[src/sv/swtmr_pkg.sv]
// Shared types and constants for the software timer expiry table.
// No dependencies; used by swtmr_us2tick and software_timer_expiry_table_unit.
package swtmr_pkg;

  localparam int NUM_SLOTS_DEF = 16;
  localparam int SLOT_FIELD_W  = 4;
  localparam int DELAY_W       = 32;
  localparam int HANDLER_W     = 8;
  localparam int ARG_W         = 32;
  localparam int TICK_W        = 23;
  localparam int US_PER_TICK   = 1000;

  typedef enum logic [1:0] {
    FUNC_ARM    = 2'd0,
    FUNC_CANCEL = 2'd1,
    FUNC_TICK   = 2'd2
  } func_t;

  typedef enum logic [1:0] {
    KIND_ACK   = 2'd0,
    KIND_FIRED = 2'd1,
    KIND_EMPTY = 2'd2
  } kind_t;

  typedef enum logic [3:0] {
    ST_IDLE,
    ST_CONV,
    ST_UNLINK,
    ST_INS_START,
    ST_INSERT,
    ST_PLACE,
    ST_TICK,
    ST_FIRE,
    ST_ACK,
    ST_EMPTY
  } state_t;

  typedef struct packed {
    logic [HANDLER_W-1:0] handler;
    logic [ARG_W-1:0]     argument;
  } slot_pay_t;

endpackage

[src/sv/swtmr_us2tick.sv]
// Microsecond-to-tick converter: delay / 1000 via reciprocal multiply, zero clamped to one.
// Depends on swtmr_pkg. Registers the product, then the tick count; starts may overlap.
module swtmr_us2tick (
  input  logic                              clk,
  input  logic                              rst_n,
  input  logic                              start,
  input  logic [swtmr_pkg::DELAY_W-1:0]     delay_us,
  output logic                              done,
  output logic [swtmr_pkg::TICK_W-1:0]      ticks
);

  // floor(x / 1000) == (x * ceil(2^38 / 1000)) >> 38 for every 32-bit x
  localparam int RECIP_SHIFT = 38;
  localparam int RECIP_W     = 29;
  localparam int PROD_W      = swtmr_pkg::DELAY_W + RECIP_W;
  localparam logic [63:0] RECIP_FULL =
    ((64'd1 << RECIP_SHIFT) + 64'(swtmr_pkg::US_PER_TICK) - 64'd1) /
    64'(swtmr_pkg::US_PER_TICK);
  localparam logic [RECIP_W-1:0] RECIP_MULT = RECIP_FULL[RECIP_W-1:0];

  logic                            prod_vld_r;
  logic [PROD_W-1:0]               prod_r;
  logic                            done_r;
  logic [swtmr_pkg::TICK_W-1:0]    ticks_r;
  logic [swtmr_pkg::TICK_W-1:0]    quot;

  assign quot = prod_r[RECIP_SHIFT +: swtmr_pkg::TICK_W];

  always_ff @(posedge clk) begin
    if (!rst_n) begin
      prod_vld_r <= 1'b0;
      done_r     <= 1'b0;
    end else begin
      prod_vld_r <= start;
      done_r     <= prod_vld_r;
    end
  end

  always_ff @(posedge clk) begin
    if (start) begin
      prod_r <= delay_us * RECIP_MULT;
    end
    if (prod_vld_r) begin
      ticks_r <= (quot == '0) ? swtmr_pkg::TICK_W'(1) : quot;
    end
  end

  assign done  = done_r;
  assign ticks = ticks_r;

endmodule

[src/sv/software_timer_expiry_table_unit.sv]
// Top level of the software timer expiry table: sequencer, ordered expiry list and slot store.
// Depends on swtmr_pkg and swtmr_us2tick.
//
// Usage: one input channel (in_valid/in_ready) carries arm, cancel and tick transactions;
// one result channel (out_valid/out_ready) returns results through an output register.
// Arm and cancel give one acknowledge transaction. A tick gives one transaction per
// expired timer, in expiry order, with out_last_result on the final one, or a single
// no-expiry transaction. The expiry list (slot, remaining ticks) lives in a
// one-port-read, one-port-write memory with a registered read; handler and argument
// live in a second such memory indexed by slot.
// Steps: a tick walks the list once, counting each entry down and reporting each expiry
// as it is found. Arm divides the delay by 1000, unlinks the old entry when re-arming,
// shifts each entry behind the insert point back, places the new entry and acknowledges.
// Cancel unlinks the entry when the slot is armed, then acknowledges.
// in_ready is high only while the sequencer is idle; a result waiting in the output
// register does not hold off the next input, but the walk stalls when it needs the
// output register and the receiver has not taken the previous result.
// Reset clears all slots to unarmed and empties the list; no clearing pass is needed.
module software_timer_expiry_table_unit #(
  parameter int NUM_SLOTS = swtmr_pkg::NUM_SLOTS_DEF
) (
  input  logic                                 clk,
  input  logic                                 rst_n,
  input  logic                                 in_valid,
  output logic                                 in_ready,
  input  logic [1:0]                           in_func,
  input  logic [swtmr_pkg::SLOT_FIELD_W-1:0]   in_slot,
  input  logic [swtmr_pkg::DELAY_W-1:0]        in_delay_us,
  input  logic [swtmr_pkg::HANDLER_W-1:0]      in_handler_id,
  input  logic [swtmr_pkg::ARG_W-1:0]          in_argument,
  output logic                                 out_valid,
  input  logic                                 out_ready,
  output logic [1:0]                           out_result_kind,
  output logic [swtmr_pkg::SLOT_FIELD_W-1:0]   out_fired_slot,
  output logic [swtmr_pkg::HANDLER_W-1:0]      out_fired_handler,
  output logic [swtmr_pkg::ARG_W-1:0]          out_fired_argument,
  output logic                                 out_last_result
);

  localparam int SW    = (NUM_SLOTS > 1) ? $clog2(NUM_SLOTS) : 1;
  localparam int CNT_W = $clog2(NUM_SLOTS + 1);

  typedef struct packed {
    logic [SW-1:0]                  slot;
    logic [swtmr_pkg::TICK_W-1:0]   ticks;
  } ord_ent_t;

  // Sequencer and list bookkeeping
  swtmr_pkg::state_t state_r, state_nxt;
  logic [CNT_W-1:0]     cnt_r, cnt_nxt;        // armed timers in the list
  logic [CNT_W-1:0]     idx_r, idx_nxt;        // read position of the walk
  logic [CNT_W-1:0]     wr_r, wr_nxt;          // write position of the walk
  logic                 fired_r, fired_nxt;    // current tick has expired a timer
  logic [NUM_SLOTS-1:0] active_r, active_nxt;
  logic [SW-1:0]        fire_slot_r, fire_slot_nxt;

  // Captured input transaction
  logic [1:0]                          func_r;
  logic [swtmr_pkg::SLOT_FIELD_W-1:0]  slot_r;
  logic [swtmr_pkg::HANDLER_W-1:0]     handler_r;
  logic [swtmr_pkg::ARG_W-1:0]         arg_r;

  // Output register
  logic                                out_valid_r, out_valid_nxt;
  swtmr_pkg::kind_t                    out_kind_r, out_kind_nxt;
  logic [swtmr_pkg::SLOT_FIELD_W-1:0]  out_slot_r, out_slot_nxt;
  logic [swtmr_pkg::HANDLER_W-1:0]     out_handler_r, out_handler_nxt;
  logic [swtmr_pkg::ARG_W-1:0]         out_arg_r, out_arg_nxt;
  logic                                out_last_r, out_last_nxt;

  // Expiry list memory
  ord_ent_t             ord_mem [NUM_SLOTS];
  ord_ent_t             ord_q_r;
  logic                 ord_re, ord_we;
  logic [SW-1:0]        ord_raddr, ord_waddr;
  ord_ent_t             ord_wdata;

  // Slot payload memory
  swtmr_pkg::slot_pay_t slot_mem [NUM_SLOTS];
  swtmr_pkg::slot_pay_t slot_q_r;
  logic                 slot_re, slot_we;
  logic [SW-1:0]        slot_raddr;

  // Converter
  logic                                conv_start, conv_done;
  logic [swtmr_pkg::TICK_W-1:0]        conv_ticks;

  // Helpers
  logic                 in_acc, in_slot_ok, out_space, more, next_fires;
  logic [SW-1:0]        in_idx, slot_idx;
  logic [CNT_W-1:0]     idx_inc;
  ord_ent_t             new_ent;

  swtmr_us2tick u_us2tick (
    .clk      (clk),
    .rst_n    (rst_n),
    .start    (conv_start),
    .delay_us (in_delay_us),
    .done     (conv_done),
    .ticks    (conv_ticks)
  );

  assign in_ready   = (state_r == swtmr_pkg::ST_IDLE);
  assign in_acc     = in_valid && in_ready;
  assign in_idx     = SW'(in_slot);
  assign in_slot_ok = int'(in_slot) < NUM_SLOTS;
  assign slot_idx   = SW'(slot_r);
  assign out_space  = !out_valid_r || out_ready;
  assign idx_inc    = idx_r + 1'b1;
  assign more       = idx_inc < cnt_r;
  assign next_fires = (idx_r < cnt_r) && (ord_q_r.ticks == swtmr_pkg::TICK_W'(1));
  assign new_ent    = '{slot: slot_idx, ticks: conv_ticks};

  // Capture the accepted transaction
  always_ff @(posedge clk) begin
    if (in_acc) begin
      func_r    <= in_func;
      slot_r    <= in_slot;
      handler_r <= in_handler_id;
      arg_r     <= in_argument;
    end
  end

  always_ff @(posedge clk) begin
    if (!rst_n) begin
      state_r     <= swtmr_pkg::ST_IDLE;
      cnt_r       <= '0;
      idx_r       <= '0;
      wr_r        <= '0;
      fired_r     <= 1'b0;
      active_r    <= '0;
      out_valid_r <= 1'b0;
    end else begin
      state_r     <= state_nxt;
      cnt_r       <= cnt_nxt;
      idx_r       <= idx_nxt;
      wr_r        <= wr_nxt;
      fired_r     <= fired_nxt;
      active_r    <= active_nxt;
      out_valid_r <= out_valid_nxt;
    end
  end

  always_ff @(posedge clk) begin
    fire_slot_r   <= fire_slot_nxt;
    out_kind_r    <= out_kind_nxt;
    out_slot_r    <= out_slot_nxt;
    out_handler_r <= out_handler_nxt;
    out_arg_r     <= out_arg_nxt;
    out_last_r    <= out_last_nxt;
  end

  // Memories: one write and one registered read per cycle each
  always_ff @(posedge clk) begin
    if (ord_we) begin
      ord_mem[ord_waddr] <= ord_wdata;
    end
    if (ord_re) begin
      ord_q_r <= ord_mem[ord_raddr];
    end
  end

  always_ff @(posedge clk) begin
    if (slot_we) begin
      slot_mem[slot_idx] <= '{handler: handler_r, argument: arg_r};
    end
    if (slot_re) begin
      slot_q_r <= slot_mem[slot_raddr];
    end
  end

  always_comb begin
    state_nxt       = state_r;
    cnt_nxt         = cnt_r;
    idx_nxt         = idx_r;
    wr_nxt          = wr_r;
    fired_nxt       = fired_r;
    active_nxt      = active_r;
    fire_slot_nxt   = fire_slot_r;
    out_valid_nxt   = out_valid_r && !out_ready;
    out_kind_nxt    = out_kind_r;
    out_slot_nxt    = out_slot_r;
    out_handler_nxt = out_handler_r;
    out_arg_nxt     = out_arg_r;
    out_last_nxt    = out_last_r;
    ord_re          = 1'b0;
    ord_raddr       = idx_inc[SW-1:0];
    ord_we          = 1'b0;
    ord_waddr       = wr_r[SW-1:0];
    ord_wdata       = ord_q_r;
    slot_re         = 1'b0;
    slot_raddr      = ord_q_r.slot;
    slot_we         = 1'b0;
    conv_start      = 1'b0;

    case (state_r)
      swtmr_pkg::ST_IDLE: begin
        if (in_acc) begin
          idx_nxt   = '0;
          wr_nxt    = '0;
          fired_nxt = 1'b0;
          ord_raddr = '0;
          case (in_func)
            swtmr_pkg::FUNC_TICK: begin
              if (cnt_r == '0) begin
                state_nxt = swtmr_pkg::ST_EMPTY;
              end else begin
                ord_re    = 1'b1;
                state_nxt = swtmr_pkg::ST_TICK;
              end
            end
            swtmr_pkg::FUNC_ARM: begin
              if (in_slot_ok) begin
                conv_start = 1'b1;
                state_nxt  = swtmr_pkg::ST_CONV;
              end else begin
                state_nxt = swtmr_pkg::ST_ACK;
              end
            end
            swtmr_pkg::FUNC_CANCEL: begin
              if (in_slot_ok && active_r[in_idx]) begin
                ord_re    = 1'b1;
                state_nxt = swtmr_pkg::ST_UNLINK;
              end else begin
                state_nxt = swtmr_pkg::ST_ACK;
              end
            end
            default: begin
              state_nxt = swtmr_pkg::ST_ACK;
            end
          endcase
        end
      end

      // Wait for the tick count; drop the old entry first when re-arming
      swtmr_pkg::ST_CONV: begin
        if (conv_done) begin
          if (active_r[slot_idx]) begin
            ord_re    = 1'b1;
            ord_raddr = '0;
            state_nxt = swtmr_pkg::ST_UNLINK;
          end else begin
            state_nxt = swtmr_pkg::ST_INS_START;
          end
        end
      end

      // Compact the list forward, skipping the entry of slot_r
      swtmr_pkg::ST_UNLINK: begin
        if (ord_q_r.slot != slot_idx) begin
          ord_we = 1'b1;
          wr_nxt = wr_r + 1'b1;
        end
        if (more) begin
          ord_re  = 1'b1;
          idx_nxt = idx_inc;
        end else begin
          cnt_nxt              = wr_nxt;
          active_nxt[slot_idx] = 1'b0;
          state_nxt = (func_r == swtmr_pkg::FUNC_ARM) ? swtmr_pkg::ST_INS_START
                                                      : swtmr_pkg::ST_ACK;
        end
      end

      // Start the backward shift from the tail of the list
      swtmr_pkg::ST_INS_START: begin
        if (int'(cnt_r) >= NUM_SLOTS) begin
          state_nxt = swtmr_pkg::ST_ACK;
        end else if (cnt_r == '0) begin
          idx_nxt   = '0;
          state_nxt = swtmr_pkg::ST_PLACE;
        end else begin
          ord_re    = 1'b1;
          ord_raddr = SW'(cnt_r - 1'b1);
          idx_nxt   = cnt_r;
          state_nxt = swtmr_pkg::ST_INSERT;
        end
      end

      // ord_q_r holds entry idx_r-1; move it up while it expires strictly later
      swtmr_pkg::ST_INSERT: begin
        ord_we    = 1'b1;
        ord_waddr = idx_r[SW-1:0];
        if (ord_q_r.ticks > conv_ticks) begin
          idx_nxt = idx_r - 1'b1;
          if (idx_r > CNT_W'(1)) begin
            ord_re    = 1'b1;
            ord_raddr = SW'(idx_r - CNT_W'(2));
          end else begin
            state_nxt = swtmr_pkg::ST_PLACE;
          end
        end else begin
          ord_wdata            = new_ent;
          slot_we              = 1'b1;
          active_nxt[slot_idx] = 1'b1;
          cnt_nxt              = cnt_r + 1'b1;
          state_nxt            = swtmr_pkg::ST_ACK;
        end
      end

      swtmr_pkg::ST_PLACE: begin
        ord_we               = 1'b1;
        ord_waddr            = idx_r[SW-1:0];
        ord_wdata            = new_ent;
        slot_we              = 1'b1;
        active_nxt[slot_idx] = 1'b1;
        cnt_nxt              = cnt_r + 1'b1;
        state_nxt            = swtmr_pkg::ST_ACK;
      end

      // ord_q_r holds entry idx_r; count it down, expire or write it back compacted
      swtmr_pkg::ST_TICK: begin
        if (ord_q_r.ticks == swtmr_pkg::TICK_W'(1)) begin
          slot_re                  = 1'b1;
          active_nxt[ord_q_r.slot] = 1'b0;
          fired_nxt                = 1'b1;
          fire_slot_nxt            = ord_q_r.slot;
          idx_nxt                  = idx_inc;
          ord_re                   = more;
          state_nxt                = swtmr_pkg::ST_FIRE;
        end else begin
          ord_we          = 1'b1;
          ord_wdata.ticks = ord_q_r.ticks - 1'b1;
          wr_nxt          = wr_r + 1'b1;
          if (more) begin
            ord_re  = 1'b1;
            idx_nxt = idx_inc;
          end else begin
            cnt_nxt   = wr_r + 1'b1;
            state_nxt = fired_r ? swtmr_pkg::ST_IDLE : swtmr_pkg::ST_EMPTY;
          end
        end
      end

      // Report one expired timer; ord_q_r already holds the next entry
      swtmr_pkg::ST_FIRE: begin
        if (out_space) begin
          out_valid_nxt   = 1'b1;
          out_kind_nxt    = swtmr_pkg::KIND_FIRED;
          out_slot_nxt    = swtmr_pkg::SLOT_FIELD_W'(fire_slot_r);
          out_handler_nxt = slot_q_r.handler;
          out_arg_nxt     = slot_q_r.argument;
          out_last_nxt    = !next_fires;
          if (idx_r < cnt_r) begin
            state_nxt = swtmr_pkg::ST_TICK;
          end else begin
            cnt_nxt   = wr_r;
            state_nxt = swtmr_pkg::ST_IDLE;
          end
        end
      end

      swtmr_pkg::ST_ACK: begin
        if (out_space) begin
          out_valid_nxt   = 1'b1;
          out_kind_nxt    = swtmr_pkg::KIND_ACK;
          out_slot_nxt    = slot_r;
          out_handler_nxt = '0;
          out_arg_nxt     = '0;
          out_last_nxt    = 1'b1;
          state_nxt       = swtmr_pkg::ST_IDLE;
        end
      end

      swtmr_pkg::ST_EMPTY: begin
        if (out_space) begin
          out_valid_nxt   = 1'b1;
          out_kind_nxt    = swtmr_pkg::KIND_EMPTY;
          out_slot_nxt    = '0;
          out_handler_nxt = '0;
          out_arg_nxt     = '0;
          out_last_nxt    = 1'b1;
          state_nxt       = swtmr_pkg::ST_IDLE;
        end
      end

      default: begin
        state_nxt = swtmr_pkg::ST_IDLE;
      end
    endcase
  end

  assign out_valid          = out_valid_r;
  assign out_result_kind    = out_kind_r;
  assign out_fired_slot     = out_slot_r;
  assign out_fired_handler  = out_handler_r;
  assign out_fired_argument = out_arg_r;
  assign out_last_result    = out_last_r;

  // The list never holds more entries than there are slots
  a_cnt_bound: assert property (@(posedge clk) disable iff (!rst_n)
    int'(cnt_r) <= NUM_SLOTS)
    else $error("armed count exceeds slot count");

  // Between transactions the list length matches the armed slots
  a_cnt_active: assert property (@(posedge clk) disable iff (!rst_n)
    state_r == swtmr_pkg::ST_IDLE |-> $countones(active_r) == int'(cnt_r))
    else $error("armed count out of step with active slots");

  // The walk never reads and writes the same list entry in one cycle
  a_no_rw_clash: assert property (@(posedge clk) disable iff (!rst_n)
    ord_re && ord_we |-> ord_raddr != ord_waddr)
    else $error("expiry list read and write collide");

  // The tick walk only looks at entries inside the list
  a_tick_in_list: assert property (@(posedge clk) disable iff (!rst_n)
    state_r == swtmr_pkg::ST_TICK |-> idx_r < cnt_r)
    else $error("tick walk past end of list");

endmodule
[config.mk]
export PLATFORM = sky130hd
export DESIGN_NAME = software_timer_expiry_table_unit
export DESIGN_NICKNAME = d
export VERILOG_FILES = /design/src/sv/swtmr_pkg.sv /design/src/sv/swtmr_us2tick.sv /design/src/sv/software_timer_expiry_table_unit.sv
export SDC_FILE = /design/constraint.sdc
export NUM_CORES = 2
export LEC_CHECK = 0
export ABC_AREA = 1
export BUFFER_PORTS_ARGS = -buffer_cell sky130_fd_sc_hd__buf_2
export CAP_MARGIN = 20
export CORE_MARGIN = 4
export CORE_UTILIZATION = 60
export CTS_CLUSTER_DIAMETER = 30
export CTS_CLUSTER_SIZE = 10
export DETAILED_ROUTE_END_ITERATION = 8
export PLACE_DENSITY = 0.75
export SYNTH_ARGS = -nofsm -noshare
export SYNTH_HDL_FRONTEND = slang
export SYNTH_SLANG_ARGS = --single-unit
export TNS_END_PERCENT = 50
[constraint.sdc]
create_clock -name clk -period 9.8 [get_ports clk]
set_clock_uncertainty 0.2 [all_clocks]
set_input_delay 2.45 -clock clk [delete_from_list [all_inputs] [get_ports clk]]
set_output_delay 2.45 -clock clk [all_outputs]
set_load 0.05 [all_outputs]
==> metrics list <==
* Fraction of power consumed by sequential logic: 0.242
- In the synthesized netlist the async set-or-reset flop fraction comes to 0.
- Worst ir drop on vdd: 0.728 mV
- Crit path max-delay family: adder cells
- For the final routed database, the setup TNS stands at 0 ns.
- Counting both buffers and inverters, the worst setup path holds a total of 8.
- The number of global-route vias before repair is 48600.
- Total via count in the routed design: 48800
- Syn. warnings: 0
* Min Tclk post-route: 8.31 ns
* # IOs: 131
- Unique cell type count in the Yosys netlist: 56
* Dominant synthesized flop cell: sky130_fd_sc_hd__edfxtp_1
- Most used cells in the layout excluding fill and tap cells: sky130_fd_sc_hd__edfxtp_1 (1282), sky130_fd_sc_hd__inv_1 (1200), sky130_fd_sc_hd__nand2_1 (634), sky130_fd_sc_hd__nand3_1 (448), sky130_fd_sc_hd__ha_1 (435)
- Final setup violation count: 0
* Area added between synthesis and finish: 14.5%
- Gate Count Post-Synth: 6133
- Relative contribution of the clock network to total power: 0.254
* TritonCTS clock tree: yes
* # Max-Cap Violations: 0
* Clock insertion delay at the later pin of the skew report: 0.83 ns
- Site Rows: 125
* Kind of capture point of the worst setup path: flop
* Aggregate global-route resource usage: 0.309
- For the pin with the worst max-slew slack, the measured transition is 1.30 ns.
* EDFF count, synth: 1282
- Of the available clock period, the critical path in the final layout requires 0.848.
- The slowest stage of the critical path is the sky130_fd_sc_hd__fa_1 cell.
- The die is 350 um tall.
* Hold slack: 0.247 ns
* Register area: 39300 um^2
- Wire length per cell after detailed routing: 23.7 um
- The filler cells instantiated in the layout total 8049.
* Crit path kind: input port to flop
* Overflow left after global routing: 0
* Synthesized Nets: 6948
- Number of nets in the finished design: 7125
- H-tree lvl count: 4
* Number of antenna violations at the first check in global routing: 8
- The run finished with clean final reports.
- Setup repair after global routing left no endpoint under its margin.
- Entering global routing, the biggest net connects 165 pins.
- Arrival time at the worst endpoint: 8.67 ns
- The average instance in the mapped netlist occupies 11.4 um^2.
- Of the total power, combinational logic draws 0.503.
- Setup Buffers After CTS: 0
* Starting DRT DRC Count: 6038
- Sum of net half-perimeters after detailed placement: 112000 um
- The initial utilization of the core area, before any placement, comes to 0.604.
- Sinks on the clock net: 1321
- At the end of routability-driven placement, the weighted congestion stood at 0.937.
- The die covers 122000 um^2.
- Switch Pwr: 13500 uW
* Area of the multi-input gates: 25200 um^2
- After detailed routing, the total wire length is 190000 um.
- After synthesis the netlist holds a flip-flop and latch count of 1321.
- Dividing total power by cell area gives a power density of 386 nW/um^2.
- In this run the tightest slew margin relative to its limit is 0.134.
- Static timing analysis puts the maximum clock frequency at 0.120 GHz.
- Count of unresolved DRC violations after routing: 0
- Number of failing hold endpoints at the final stage: 0
- Clock tree buffer depth: 3
- The first TritonRoute pass finished after 8 iterations.
- For this run, the slowest stage of the critical path takes 0.53 ns.
* Clk pin slew, worst setup/hold paths: 0.05 ns
* Port Buffer Count: 130
* Detail-routed via count per cell: 6.08
- Of the total power, the share spent switching nets is 0.435.
- For this design, the CTS-stage hold fixing added 0 buffers.
- CTS Root Cell: sky130_fd_sc_hd__clkbuf_16
* Kind of path behind the tightest hold check: flop to flop
- Width of the die: 350 um
- Residual antenna-violating net count after detailed routing: 0
* Leakage power: 0.0335 uW
- Critical path startpoint category: input port
* CP required: 10.16 ns
* Post-Syn Area: 70100 um^2
- The first global-routing pass estimated 287000 um of wire.
- Clock tree synthesis inserted a total of 222 buffers.
* Final slew viol count: 0
- In the final layout, the share of cells above drive strength 1 is 0.104.
* Resized Gates After CTS: 0
- Cell internal pwr: 17500 uW
- Leaving out fill and tap cells, the most frequent cell in the layout is sky130_fd_sc_hd__edfxtp_1.
- In this run the worst path has a maximum fanout of 10.
* Proportion of synthesized chip area in sequential cells: 0.560
* Floorplan core area: 116000 um^2
==> cells by family (layout without fill, tap and decap cells) <==
kind of cell,count (synthesis),in the layout,synth area share
XOR/XNOR,35,35,0.00437
AO/OA/AOI/OAI,881,881,0.0792
buffers and inverters,1512,1873,0.0832
flip-flops,1321,1321,0.560
AND/OR/NAND/NOR,1651,1651,0.110
other,0,6,0
adder cells (fa/ha/maj),733,733,0.163
==> state kept, by name, summed over array words and instances, names as in the netlist, 5 cells and up <==
register and flops:
slot_mem 640, idx_r 5, ord_mem 432, handler_r 8
wr_r 5, active_r 16, u_us2tick.prod_r 23, slot_q_r 40
u_us2tick.ticks 23, out_fired_argument 32, arg_r 32, ord_q_r 23
out_fired_handler 8, cnt_r 5
==> synth_stat cells, drive strengths merged, types with 42 or more instances <==
library cell  instances  share of area
buf                 112         0.0082
ha                  435          0.078
nand3               455          0.033
a21oi               317          0.023
fa                  298          0.085
o21ai               120         0.0086
or4                  42         0.0045
nand2               644          0.035
nor2                212          0.012
clkbuf              162         0.0087
a22oi               322          0.034
nand4               233          0.021
edfxtp             1282           0.55
inv                1232          0.066
==> area by class of cell <==
type	count	area share
Inverter	1238	0.0580
Clock buffer	245	0.0708
Sequential cell	1321	0.489
Tap cell	1524	0.0237
Timing Repair Buffer	227	0.0180
Antenna cell	6	0.000187
Multi-Input combinational cell	3300	0.314
Clock inverter	163	0.0262
==> final timing paths <==
| check | slack, ns | start | cells past startpoint | end |
|---|---|---|---|---|
| worst max-delay path | 1.49 | in_delay_us[24] | 28 | u_us2tick.prod_r[59] |
| worst min-delay path | 0.25 | u_us2tick.prod_r[44] | 0 | u_us2tick.ticks[6] |
| worst max register to register | 4.73 | ord_q_r[6] | 16 | ord_q_r[17] |
| worst min register to register | 0.25 | u_us2tick.prod_r[44] | 0 | u_us2tick.ticks[6] |
==> power groups by stage <==
stage / registers, uW / logic [uW] / clock network (uW)
2_1_floorplan: 7670 / 11000 / 0
6_report: 7520 / 15600 / 7890
4_1_cts: 7510 / 15400 / 7930
3_3_place_gp: 7600 / 15100 / 0
5_1_grt: 7560 / 17700 / 8240
3_5_place_dp: 7610 / 15300 / 0
==> worst register-to-register path: stages (launching register included) <==
cell and delay (ns):
sky130_fd_sc_hd__edfxtp_1 0.51, sky130_fd_sc_hd__ha_1 0.36, sky130_fd_sc_hd__nand2_1 0.07, sky130_fd_sc_hd__nor2_1 0.19
sky130_fd_sc_hd__nand3_1 0.10, sky130_fd_sc_hd__nor2_1 0.22, sky130_fd_sc_hd__a21oi_1 0.16, sky130_fd_sc_hd__nand2_2 0.13
sky130_fd_sc_hd__nand2_1 0.06, sky130_fd_sc_hd__nand3_1 0.11, sky130_fd_sc_hd__nand3_4 0.53, sky130_fd_sc_hd__inv_4 1.05
sky130_fd_sc_hd__buf_4 0.56, sky130_fd_sc_hd__nand3_1 0.17, sky130_fd_sc_hd__nand3_1 0.11, sky130_fd_sc_hd__nand3_1 0.11
sky130_fd_sc_hd__nand2_1 0.20
==> routing by layer <==
metal | track usage | share of wire | up-vias | wire length [um]
li1 | - | - | 21700 | -
met1 | 0.432 | 0.39 | 23700 | 73700
met2 | 0.487 | 0.47 | 2871 | 89100
met3 | 0.0597 | 0.10 | 464 | 19900
met4 | 0.119 | 0.037 | 2 | 7060
met5 | 0 | 0.000068 | - | 13
==> per-stage QoR <==
stage                     total power, uW  instances  setup slack, ns  instance area (um^2)   util
after CTS                           30900       8008             1.56                 80200  0.691
final                               31000       8024             1.49                 80300  0.692
after global placement              22700       7597            0.692                 72400  0.624
after global routing                33500       8020            0.969                 80300  0.692
after floorplan                     18600       6133             1.43                 70100      -
after detailed placement            22900       7600            0.710                 72400  0.624
No activity file was read; power rests on OpenSTA's default activity.
